`config.mk`:
```
export PLATFORM = sky130hd
export DESIGN_NAME = four_sum_quadruple_search_core
export DESIGN_NICKNAME = d
export VERILOG_FILES = /design/src/hw/rtl/fsqs_pkg.sv /design/src/hw/rtl/fsqs_ram.sv /design/src/hw/rtl/four_sum_quadruple_search_core.sv
export SDC_FILE = /design/constraint.sdc
export NUM_CORES = 2
export LEC_CHECK = 0
export BUFFER_PORTS_ARGS = -buffer_cell sky130_fd_sc_hd__buf_2
export CAP_MARGIN = 20
export CORE_ASPECT_RATIO = 1.75
export CORE_MARGIN = 4
export CORE_UTILIZATION = 35
export CTS_CLUSTER_SIZE = 10
export DETAILED_ROUTE_END_ITERATION = 8
export PLACE_DENSITY = 0.48
export SYNTH_ARGS = -nofsm -noshare
export SYNTH_HDL_FRONTEND = slang
export SYNTH_SLANG_ARGS = --single-unit
```
`constraint.sdc`:
```
create_clock -name i_clk -period 7.4 [get_ports i_clk]
set_clock_uncertainty 0.15 [all_clocks]
set_input_delay 1.11 -clock i_clk [delete_from_list [all_inputs] [get_ports i_clk]]
set_output_delay 1.11 -clock i_clk [all_outputs]
set_load 0.1 [all_outputs]
```
`src/hw/rtl/fsqs_pkg.sv`:
```
`timescale 1ns / 1ps
// ----------------------------------------------------------------------------
// fsqs_pkg
// Shared types and constants of the four-sum quadruple search core.
// ----------------------------------------------------------------------------
package fsqs_pkg;

    localparam int unsigned VALUE_W  = 32;
    localparam int unsigned OUT_W    = 4 * VALUE_W;
    localparam int unsigned USER_W   = 3;
    localparam int unsigned PADDR_W  = 3;

    // register index (paddr[2]) of target_sum
    localparam logic REG_TARGET = 1'b0;

    typedef logic signed [VALUE_W-1:0] t_value;

    typedef struct packed {
        logic dropped;
        logic capped;
        logic found;
    } t_flags;

endpackage

```
`src/hw/rtl/fsqs_ram.sv`:
```
`timescale 1ns / 1ps
// ----------------------------------------------------------------------------
// fsqs_ram
// Generic RAM, one write port, two registered read ports.
// ----------------------------------------------------------------------------
module fsqs_ram #(
    parameter int unsigned WIDTH = 32,
    parameter int unsigned DEPTH = 32
) (
    input  logic                     i_clk,
    input  logic                     i_we,
    input  logic [$clog2(DEPTH)-1:0] i_waddr,
    input  logic [WIDTH-1:0]         i_wdata,
    input  logic [$clog2(DEPTH)-1:0] i_raddr_a,
    input  logic [$clog2(DEPTH)-1:0] i_raddr_b,
    output logic [WIDTH-1:0]         o_rdata_a,
    output logic [WIDTH-1:0]         o_rdata_b
);

    logic [WIDTH-1:0] r_mem [DEPTH];

    always_ff @(posedge i_clk) begin
        if (i_we) begin
            r_mem[i_waddr] <= i_wdata;
        end
        o_rdata_a <= r_mem[i_raddr_a];
        o_rdata_b <= r_mem[i_raddr_b];
    end

endmodule

```
`src/hw/rtl/four_sum_quadruple_search_core.sv`:
```
`timescale 1ns / 1ps
// ----------------------------------------------------------------------------
// four_sum_quadruple_search_core
// Collects a set of signed values, sorts it and reports every distinct
// quadruple whose sum equals target_sum.
// ----------------------------------------------------------------------------
// Usage: values stream in on s_axis at one transfer per cycle; the transfer
// with tlast ends the set. s_axis_tready then drops while the block works.
// The stored set (n values, at most MAX_ITEMS; extra items are discarded and
// flagged as dropped) is insertion-sorted in place in a two-read-port RAM.
// The search then runs over the sorted set with one shared sum/compare unit,
// twice when something matches: a first pass counts matches (and detects the
// result limit, which sets capped on every result), a second pass emits them.
// Each pointer step is a RAM read then a compare. Results leave through an
// output register on m_axis, with tlast on the final one; when nothing
// matches, a single result with found=0 and zero values is given. The block
// returns to loading once the last result has been transferred. target_sum
// is written over APB at byte address 0 and must only be changed while the
// block is idle.
// ----------------------------------------------------------------------------
module four_sum_quadruple_search_core #(
    parameter int unsigned MAX_ITEMS   = 32,
    parameter int unsigned MAX_RESULTS = 64
) (
    input  logic                           i_clk,
    input  logic                           i_rst_n,
    // slave stream, tdata: value[31:0]; tlast: last_item
    input  logic                           s_axis_tvalid,
    output logic                           s_axis_tready,
    input  logic [fsqs_pkg::VALUE_W-1:0]   s_axis_tdata,
    input  logic                           s_axis_tlast,
    // master stream, tdata: first[31:0], second[63:32], third[95:64],
    // fourth[127:96]; tuser: found[0], capped[1], dropped[2];
    // tlast: last_result
    output logic                           m_axis_tvalid,
    input  logic                           m_axis_tready,
    output logic [fsqs_pkg::OUT_W-1:0]     m_axis_tdata,
    output logic [fsqs_pkg::USER_W-1:0]    m_axis_tuser,
    output logic                           m_axis_tlast,
    // APB configuration
    input  logic                           psel,
    input  logic                           penable,
    input  logic                           pwrite,
    input  logic [fsqs_pkg::PADDR_W-1:0]   paddr,
    input  logic [31:0]                    pwdata,
    output logic [31:0]                    prdata,
    output logic                           pready
);

    import fsqs_pkg::*;

    localparam int unsigned AW = $clog2(MAX_ITEMS);
    localparam int unsigned CW = $clog2(MAX_ITEMS + 1);
    localparam int unsigned RW = $clog2(MAX_RESULTS + 1);
    localparam logic [CW-1:0] CNT_MAX = CW'(MAX_ITEMS);
    localparam logic [RW-1:0] RES_MAX = RW'(MAX_RESULTS);

    typedef enum logic [4:0] {
        ST_LOAD, ST_SORT_RD, ST_SORT_GET, ST_SORT_CHK, ST_SORT_CMP, ST_SORT_PUT,
        ST_INIT, ST_I_TOP, ST_I_GET, ST_J_TOP, ST_J_GET, ST_P_TOP, ST_P_EVAL,
        ST_D_LO, ST_D_LO_CHK, ST_D_HI, ST_D_HI_CHK, ST_J_SKIP, ST_J_SKIP_CHK,
        ST_I_SKIP, ST_I_SKIP_CHK, ST_END, ST_OUT_WAIT
    } t_state;

    t_state          r_state;
    t_value          r_target;
    logic [CW-1:0]   r_cnt;     // item_count
    logic            r_ovf;     // overflow_seen
    logic [CW-1:0]   r_i, r_j, r_lo, r_hi;
    t_value          r_v, r_ai, r_aj, r_q2, r_q3;
    logic [33:0]     r_need;
    logic            r_pass2;
    logic [RW-1:0]   r_count, r_total;
    logic            r_capped;
    logic            r_done;    // final result loaded

    logic            r_ovalid, r_olast;
    logic [OUT_W-1:0] r_odata;
    t_flags          r_oflags;

    // RAM ports
    logic            ram_we;
    logic [AW-1:0]   ram_waddr, ram_ra, ram_rb;
    t_value          ram_wdata, rd_a, rd_b;

    logic            in_xfer, out_xfer, cfg_wr;
    logic [33:0]     pair_sum;
    logic [CW-1:0]   i_next, j_next;

    assign in_xfer  = s_axis_tvalid && s_axis_tready;
    assign out_xfer = r_ovalid && m_axis_tready;
    assign cfg_wr   = psel && penable && pwrite && (paddr[2] == REG_TARGET);
    assign i_next   = r_i + CW'(1);
    assign j_next   = r_j + CW'(1);

    // shared sum: a[lo] + a[hi], sign-extended to the width of need
    assign pair_sum = {{2{rd_a[VALUE_W-1]}}, rd_a} + {{2{rd_b[VALUE_W-1]}}, rd_b};

    fsqs_ram #(.WIDTH(VALUE_W), .DEPTH(MAX_ITEMS)) u_store (
        .i_clk     (i_clk),
        .i_we      (ram_we),
        .i_waddr   (ram_waddr),
        .i_wdata   (ram_wdata),
        .i_raddr_a (ram_ra),
        .i_raddr_b (ram_rb),
        .o_rdata_a (rd_a),
        .o_rdata_b (rd_b)
    );

    // read address A picks the element that the next state loads or compares against
    always_comb begin
        case (r_state)
            ST_SORT_RD, ST_I_TOP: ram_ra = r_i[AW-1:0];
            ST_SORT_CHK:          ram_ra = AW'(r_j - CW'(1));
            ST_J_TOP:             ram_ra = r_j[AW-1:0];
            ST_J_SKIP:            ram_ra = AW'(j_next);
            ST_I_SKIP:            ram_ra = AW'(i_next);
            default:              ram_ra = r_lo[AW-1:0];
        endcase
    end
    assign ram_rb = r_hi[AW-1:0];

    always_comb begin
        ram_we    = 1'b0;
        ram_waddr = r_j[AW-1:0];
        ram_wdata = r_v;
        case (r_state)
            ST_LOAD: begin
                ram_we    = in_xfer && (r_cnt < CNT_MAX);
                ram_waddr = r_cnt[AW-1:0];
                ram_wdata = t_value'(s_axis_tdata);
            end
            ST_SORT_CMP: begin
                ram_we    = $signed(rd_a) > $signed(r_v);
                ram_wdata = rd_a;
            end
            ST_SORT_PUT: ram_we = 1'b1;
            default: ;
        endcase
    end

    always_ff @(posedge i_clk) begin
        if (!i_rst_n) begin
            r_state  <= ST_LOAD;
            r_target <= '0;
            r_cnt    <= '0;
            r_ovf    <= 1'b0;
            r_ovalid <= 1'b0;
            r_pass2  <= 1'b0;
            r_count  <= '0;
            r_total  <= '0;
            r_capped <= 1'b0;
            r_done   <= 1'b0;
        end else begin
            if (cfg_wr) begin
                r_target <= t_value'(pwdata);
            end
            if (out_xfer) begin
                r_ovalid <= 1'b0;
            end

            case (r_state)
                ST_LOAD: begin
                    if (in_xfer) begin
                        if (r_cnt < CNT_MAX) begin
                            r_cnt <= r_cnt + CW'(1);
                        end else begin
                            r_ovf <= 1'b1;
                        end
                        if (s_axis_tlast) begin
                            r_i     <= '0;
                            r_state <= ST_SORT_RD;
                        end
                    end
                end
                // ---- insertion sort in place ----
                ST_SORT_RD: begin
                    r_state <= (r_i >= r_cnt) ? ST_INIT : ST_SORT_GET;
                end
                ST_SORT_GET: begin
                    r_v     <= rd_a;
                    r_j     <= r_i;
                    r_state <= ST_SORT_CHK;
                end
                ST_SORT_CHK: begin
                    r_state <= (r_j == '0) ? ST_SORT_PUT : ST_SORT_CMP;
                end
                ST_SORT_CMP: begin
                    if ($signed(rd_a) > $signed(r_v)) begin
                        r_j     <= r_j - CW'(1);
                        r_state <= ST_SORT_CHK;
                    end else begin
                        r_state <= ST_SORT_PUT;
                    end
                end
                ST_SORT_PUT: begin
                    r_i     <= i_next;
                    r_state <= ST_SORT_RD;
                end
                // ---- search pass ----
                ST_INIT: begin
                    r_i     <= '0;
                    r_count <= '0;
                    r_state <= ST_I_TOP;
                end
                ST_I_TOP: begin
                    r_state <= (r_i >= r_cnt) ? ST_END : ST_I_GET;
                end
                ST_I_GET: begin
                    r_ai    <= rd_a;
                    r_j     <= i_next;
                    r_state <= ST_J_TOP;
                end
                ST_J_TOP: begin
                    r_state <= (r_j >= r_cnt) ? ST_I_SKIP : ST_J_GET;
                end
                ST_J_GET: begin
                    r_aj    <= rd_a;
                    r_need  <= {{2{r_target[VALUE_W-1]}}, r_target}
                             - ({{2{r_ai[VALUE_W-1]}}, r_ai}
                             +  {{2{rd_a[VALUE_W-1]}}, rd_a});
                    r_lo    <= j_next;
                    r_hi    <= r_cnt - CW'(1);
                    r_state <= ST_P_TOP;
                end
                ST_P_TOP: begin
                    r_state <= (r_lo < r_hi) ? ST_P_EVAL : ST_J_SKIP;
                end
                ST_P_EVAL: begin
                    if ($signed(pair_sum) < $signed(r_need)) begin
                        r_lo    <= r_lo + CW'(1);
                        r_state <= ST_P_TOP;
                    end else if ($signed(pair_sum) > $signed(r_need)) begin
                        r_hi    <= r_hi - CW'(1);
                        r_state <= ST_P_TOP;
                    end else begin
                        r_q2 <= rd_a;
                        r_q3 <= rd_b;
                        if (!r_pass2) begin
                            if (r_count >= RES_MAX) begin
                                // one more than the limit: stop counting
                                r_capped <= 1'b1;
                                r_state  <= ST_END;
                            end else begin
                                r_count <= r_count + RW'(1);
                                r_state <= ST_D_LO;
                            end
                        end else begin
                            r_ovalid <= 1'b1;
                            r_odata  <= {rd_b, rd_a, r_aj, r_ai};
                            r_oflags <= '{dropped: r_ovf, capped: r_capped,
                                          found: 1'b1};
                            r_olast  <= (r_count + RW'(1)) == r_total;
                            r_done   <= (r_count + RW'(1)) == r_total;
                            r_count  <= r_count + RW'(1);
                            r_state  <= ST_OUT_WAIT;
                        end
                    end
                end
                ST_D_LO: begin
                    r_state <= (r_lo < r_hi) ? ST_D_LO_CHK : ST_D_HI;
                end
                ST_D_LO_CHK: begin
                    if (rd_a == r_q2) begin
                        r_lo    <= r_lo + CW'(1);
                        r_state <= ST_D_LO;
                    end else begin
                        r_state <= ST_D_HI;
                    end
                end
                ST_D_HI: begin
                    r_state <= (r_lo < r_hi) ? ST_D_HI_CHK : ST_P_TOP;
                end
                ST_D_HI_CHK: begin
                    if (rd_b == r_q3) begin
                        r_hi    <= r_hi - CW'(1);
                        r_state <= ST_D_HI;
                    end else begin
                        r_state <= ST_P_TOP;
                    end
                end
                // duplicate skip at the second and first level
                ST_J_SKIP: begin
                    if (j_next < r_cnt) begin
                        r_state <= ST_J_SKIP_CHK;
                    end else begin
                        r_j     <= j_next;
                        r_state <= ST_J_TOP;
                    end
                end
                ST_J_SKIP_CHK: begin
                    r_j     <= j_next;
                    r_state <= (rd_a == r_aj) ? ST_J_SKIP : ST_J_TOP;
                end
                ST_I_SKIP: begin
                    if (i_next < r_cnt) begin
                        r_state <= ST_I_SKIP_CHK;
                    end else begin
                        r_i     <= i_next;
                        r_state <= ST_I_TOP;
                    end
                end
                ST_I_SKIP_CHK: begin
                    r_i     <= i_next;
                    r_state <= (rd_a == r_ai) ? ST_I_SKIP : ST_I_TOP;
                end
                ST_END: begin
                    if (r_pass2 || r_count == '0) begin
                        // empty answer
                        r_ovalid <= 1'b1;
                        r_odata  <= '0;
                        r_oflags <= '{dropped: r_ovf, capped: 1'b0, found: 1'b0};
                        r_olast  <= 1'b1;
                        r_done   <= 1'b1;
                        r_state  <= ST_OUT_WAIT;
                    end else begin
                        r_total <= r_count;
                        r_pass2 <= 1'b1;
                        r_state <= ST_INIT;
                    end
                end
                ST_OUT_WAIT: begin
                    if (!r_ovalid) begin
                        if (r_done) begin
                            r_done   <= 1'b0;
                            r_pass2  <= 1'b0;
                            r_capped <= 1'b0;
                            r_cnt    <= '0;
                            r_ovf    <= 1'b0;
                            r_state  <= ST_LOAD;
                        end else begin
                            r_state <= ST_D_LO;
                        end
                    end
                end
                default: r_state <= ST_LOAD;
            endcase
        end
    end

    assign s_axis_tready = (r_state == ST_LOAD);
    assign m_axis_tvalid = r_ovalid;
    assign m_axis_tdata  = r_odata;
    assign m_axis_tuser  = r_oflags;
    assign m_axis_tlast  = r_olast;
    assign pready        = 1'b1;
    assign prdata        = (paddr[2] == REG_TARGET) ? 32'(r_target) : 32'd0;

`ifndef SYNTH
    // a result never waits while new items are being taken
    a_no_overlap: assert property (@(posedge i_clk) disable iff (!i_rst_n)
        !(s_axis_tready && m_axis_tvalid))
        else $error("input open while result pending");

    // an empty answer is always the final result
    a_empty_last: assert property (@(posedge i_clk) disable iff (!i_rst_n)
        (m_axis_tvalid && !m_axis_tuser[0]) |-> m_axis_tlast)
        else $error("empty result without tlast");

    // emission pass never passes the count found in the counting pass
    a_emit_bound: assert property (@(posedge i_clk) disable iff (!i_rst_n)
        r_pass2 |-> (r_count <= r_total))
        else $error("emitted more results than counted");

    // counter never exceeds the result limit
    a_count_cap: assert property (@(posedge i_clk) disable iff (!i_rst_n)
        r_count <= RES_MAX)
        else $error("result counter past limit");
`endif

endmodule
```
==> results.json <==
{
  "htreeDepth": 4,
  "ys_dominant_reg_cell": "sky130_fd_sc_hd__edfxtp_1",
  "critical_path.reg2reg.startpoint": "u_store.o_rdata_a[15]",
  "worst_ep_arrival_time_ns": 6.90,
  "seq_area_frac_synth_pct": 59.9,
  "drt_iter0_drc": 3945,
  "critPathRequiredTime_ns": 7.75,
  "cts_hold_buffers": 0,
  "antenna_found_initial": 6,
  "path_max_fanout": 18,
  "route.met2.wl_um": 142000,
  "avgSynthCellArea_um2": 13.3,
  "grt.overflow.total": 0,
  "cpMostUsedCell": "sky130_fd_sc_hd__a21oi_1",
  "finalSetupTns_ns": 0,
  "synth_top_area_share_pct": 56.4,
  "fin_crit_sh_pct": 88.5,
  "layout.cells.non_filler": 8571,
  "detail_route.vias_per_cell": 5.76,
  "horiz_die_dim_um": 353,
  "post_synth_main_area_contributors": "sky130_fd_sc_hd__edfxtp_1 (56%), sky130_fd_sc_hd__mux4_2 (9.9%), sky130_fd_sc_hd__nand2_1 (4.0%)",
  "power.static_leakage_nw": 29.1,
  "synthMostInstantiatedCell": "sky130_fd_sc_hd__edfxtp_1",
  "met1Wirelength_um": 92000,
  "postCtsSetupBuffers": 0,
  "synth-edff-count": 1374,
  "setup.worst_path.start_class": "register",
  "synth_warnings": 0,
  "final_net_count": 6138,
  "fmax_mhz": 153,
  "largest_reg_flops": 1024,
  "via_count_of_the_first_global_routing_pass": 50935,
  "maxSlewHeadroom_pct": 22.5,
  "clkTransAtPathRegs_ns": 0.06,
  "number_of_clock_sinks_seen_by_cts": 1500,
  "place_ws_ns": 1.07,
  "path_class": "reg -> reg",
  "met3_routed_wl_um": 13200,
  "rsz0062_at_grt": "false",
  "totalWireLength_um": 262000,
  "initial_core_util_pct": 35.2,
  "cts_inserted_buffers": 177,
  "area_growth_pct": 14.5,
  "worst_slack_ns": 0.848,
  "register_with_the_most_flip_flops": "u_store.r_mem",
  "core_area_um2": 207000,
  "first_pass_grt_wire_length_um": 368000,
  "filler_cell_count": 19420,
  "rows": 221,
  "syn-num-nets": 5810,
  "status": "complete, no violations",
  "drive_gt1_share_pct": 19.3,
  "drt_pass1_iterations": 5,
  "pwr_density_cell_nw_per_um2": 355,
  "worst_ir_drop_vdd_mv": 0.196,
  "syn_area_um2": 73100,
  "cts.root.buffer_cell": "sky130_fd_sc_hd__clkbuf_16",
  "cts_tree": "done",
  "dr_total_vias": 49401,
  "clock_tree.buffer_depth": 4,
  "synth_top_cells_by_count": "sky130_fd_sc_hd__edfxtp_1 (1374), sky130_fd_sc_hd__nand2_1 (780), sky130_fd_sc_hd__nand3_1 (346), sky130_fd_sc_hd__mux4_2 (320), sky130_fd_sc_hd__nor2_1 (286)",
  "holdCritStartpoint": "r_capped",
  "buffer_ports.inserted": 238,
  "placed_insts": 8324,
  "timing.hold.ws_ns": 0.334,
  "post_cts_resize_count": 0,
  "detail_route.drc_violations": 0,
  "grt_max_degree": 103,
  "io_pins": 242,
  "cpMaxStageDelayCell": "sky130_fd_sc_hd__a21oi_1",
  "final_period_minus_worst_setup_slack_ns": 6.55,
  "clk-insertion-delay-late_ns": 0.83,
  "mean_routed_wirelength_per_cell_um": 30.6,
  "hold_path_class": "reg -> reg",
  "routed.top_layer": "met5",
  "final-max-slew-violation-count": 0,
  "finalWeightedCongestion": 0.930,
  "cp-end-kind": "register",
  "dieArea_um2": 217000,
  "final_setup_fails": 0,
  "synth_top_cell_by_area": "sky130_fd_sc_hd__edfxtp_1",
  "synthesis.instances": 5500,
  "dp_hpwl_um": 173000,
  "max_cap_viol_count": 0,
  "crit_chain": "buf_4 > ha_1 > a21oi_1 > o21ai_0 > a311oi_1 > a21oi_1 > a21oi_1 > a21oi_1 > o211a_1 > nor4b_1 > a311oi_1 > ha_1 > nand4_1 > nor2_1 > buf_4 > nand4_1 > o221a_2 > mux2_2 > or4_1 > nor2_4 > buf_12 > buf_12",
  "grtUsageTotal_pct": 23.5,
  "crit_path_max_incr_delay_ns": 0.58,
  "yosys_reg_bits": 1500,
  "die_height_um": 613,
  "worst-slew-pin-transition_ns": 1.15,
  "setup.worst_path.start": "u_store.o_rdata_a[15]",
  "number_of_distinct_library_cells_after_synthesis": 81,
  "ant_nets": 0,
  "finalHoldViolCount": 0,
  "async_reset_ff_share_pct": 0
}
where the power goes:
group          internal (mW)  total, mW  switching, mW
clock network           4.39       7.78           3.39
registers               11.0       11.4          0.385
logic                   3.20       10.5           7.34
metrics by stage:
step	cell area [µm²]	power [mW]	util, %
6_report	83700	29.7	40.4
3_5_place_dp	78900	22.0	38.1
4_1_cts	83700	29.9	40.4
3_3_place_gp	78900	21.9	38.0
5_1_grt	83700	30.9	40.4
2_1_floorplan	73100	17.4	-
routing by layer:
metal	vias up	GRT usage, %
met5	-	0
met3	607	2.77
met1	25324	25.4
met4	4	11.3
li1	21550	-
met2	1916	45.2
kinds of logic after synthesis:
kind of cell | synth area share [%]
and+or+nand+nor | 11.3
DFF | 59.9
AOI/OAI and AO/OA | 7.08
buffers and inverters | 2.80
muxes | 12.4
adders and majority gates | 4.36
xor gates and xnor gates | 2.18
other | 0.00513
path summary, 6_finish.rpt:
check | to | slack [ns] | cells past startpoint
setup / recovery | r_q2[25] | 0.85 | 22
hold / removal | r_capped | 0.33 | 2
setup reg to reg | r_q2[25] | 0.85 | 22
hold reg to reg | r_capped | 0.33 | 2
final cells by class:
cell class                      instances  area [µm²]  area share, %
Tap cell                             2676        3350           4.00
Sequential cell                      1500       43800           52.3
Clock buffer                          238        4730           5.65
Timing Repair Buffer                  474        3190           3.81
Inverter                              192         726          0.867
Antenna cell                            2        5.00        0.00598
Multi-Input combinational cell       3483       27900           33.3
Clock inverter                          6        62.6         0.0747
worst max-delay path: cells and delay by family, from the launching register on:
kind	cells	cell delay (ns)
AND/OR/NAND/NOR	6	1.29
multiplexers	1	0.37
adder cells (fa/ha/maj)	2	0.74
AO/OA/AOI/OAI	9	2.59
flip-flops	1	0.30
buffers and inverters	4	0.75
placed cells by master (no fill, tap or decap), types with 35 or more instances in the layout:
cell	Yosys	final
sky130_fd_sc_hd__xor2_1	77	77
sky130_fd_sc_hd__nor2b_1	53	52
sky130_fd_sc_hd__xnor2_1	105	105
sky130_fd_sc_hd__dfxtp_1	126	125
sky130_fd_sc_hd__nand3_1	346	346
sky130_fd_sc_hd__and2_1	68	66
sky130_fd_sc_hd__nor2_4	0	40
sky130_fd_sc_hd__ha_1	202	202
sky130_fd_sc_hd__o211ai_1	50	50
sky130_fd_sc_hd__nand4_1	75	75
sky130_fd_sc_hd__nor2_1	286	246
sky130_fd_sc_hd__clkbuf_1	202	55
sky130_fd_sc_hd__nor3_1	37	35
sky130_fd_sc_hd__buf_4	2	216
sky130_fd_sc_hd__mux2i_1	150	150
sky130_fd_sc_hd__edfxtp_1	1374	1374
sky130_fd_sc_hd__clkbuf_16	0	178
sky130_fd_sc_hd__a21oi_1	216	182
sky130_fd_sc_hd__mux4_2	320	320
sky130_fd_sc_hd__o21ai_0	115	115
sky130_fd_sc_hd__nand2_1	780	779
sky130_fd_sc_hd__buf_2	66	238
sky130_fd_sc_hd__nand4b_1	38	38
sky130_fd_sc_hd__a221oi_1	62	62
sky130_fd_sc_hd__inv_1	191	187
sky130_fd_sc_hd__a21o_1	62	62
Power figures use the tool's default switching activity.
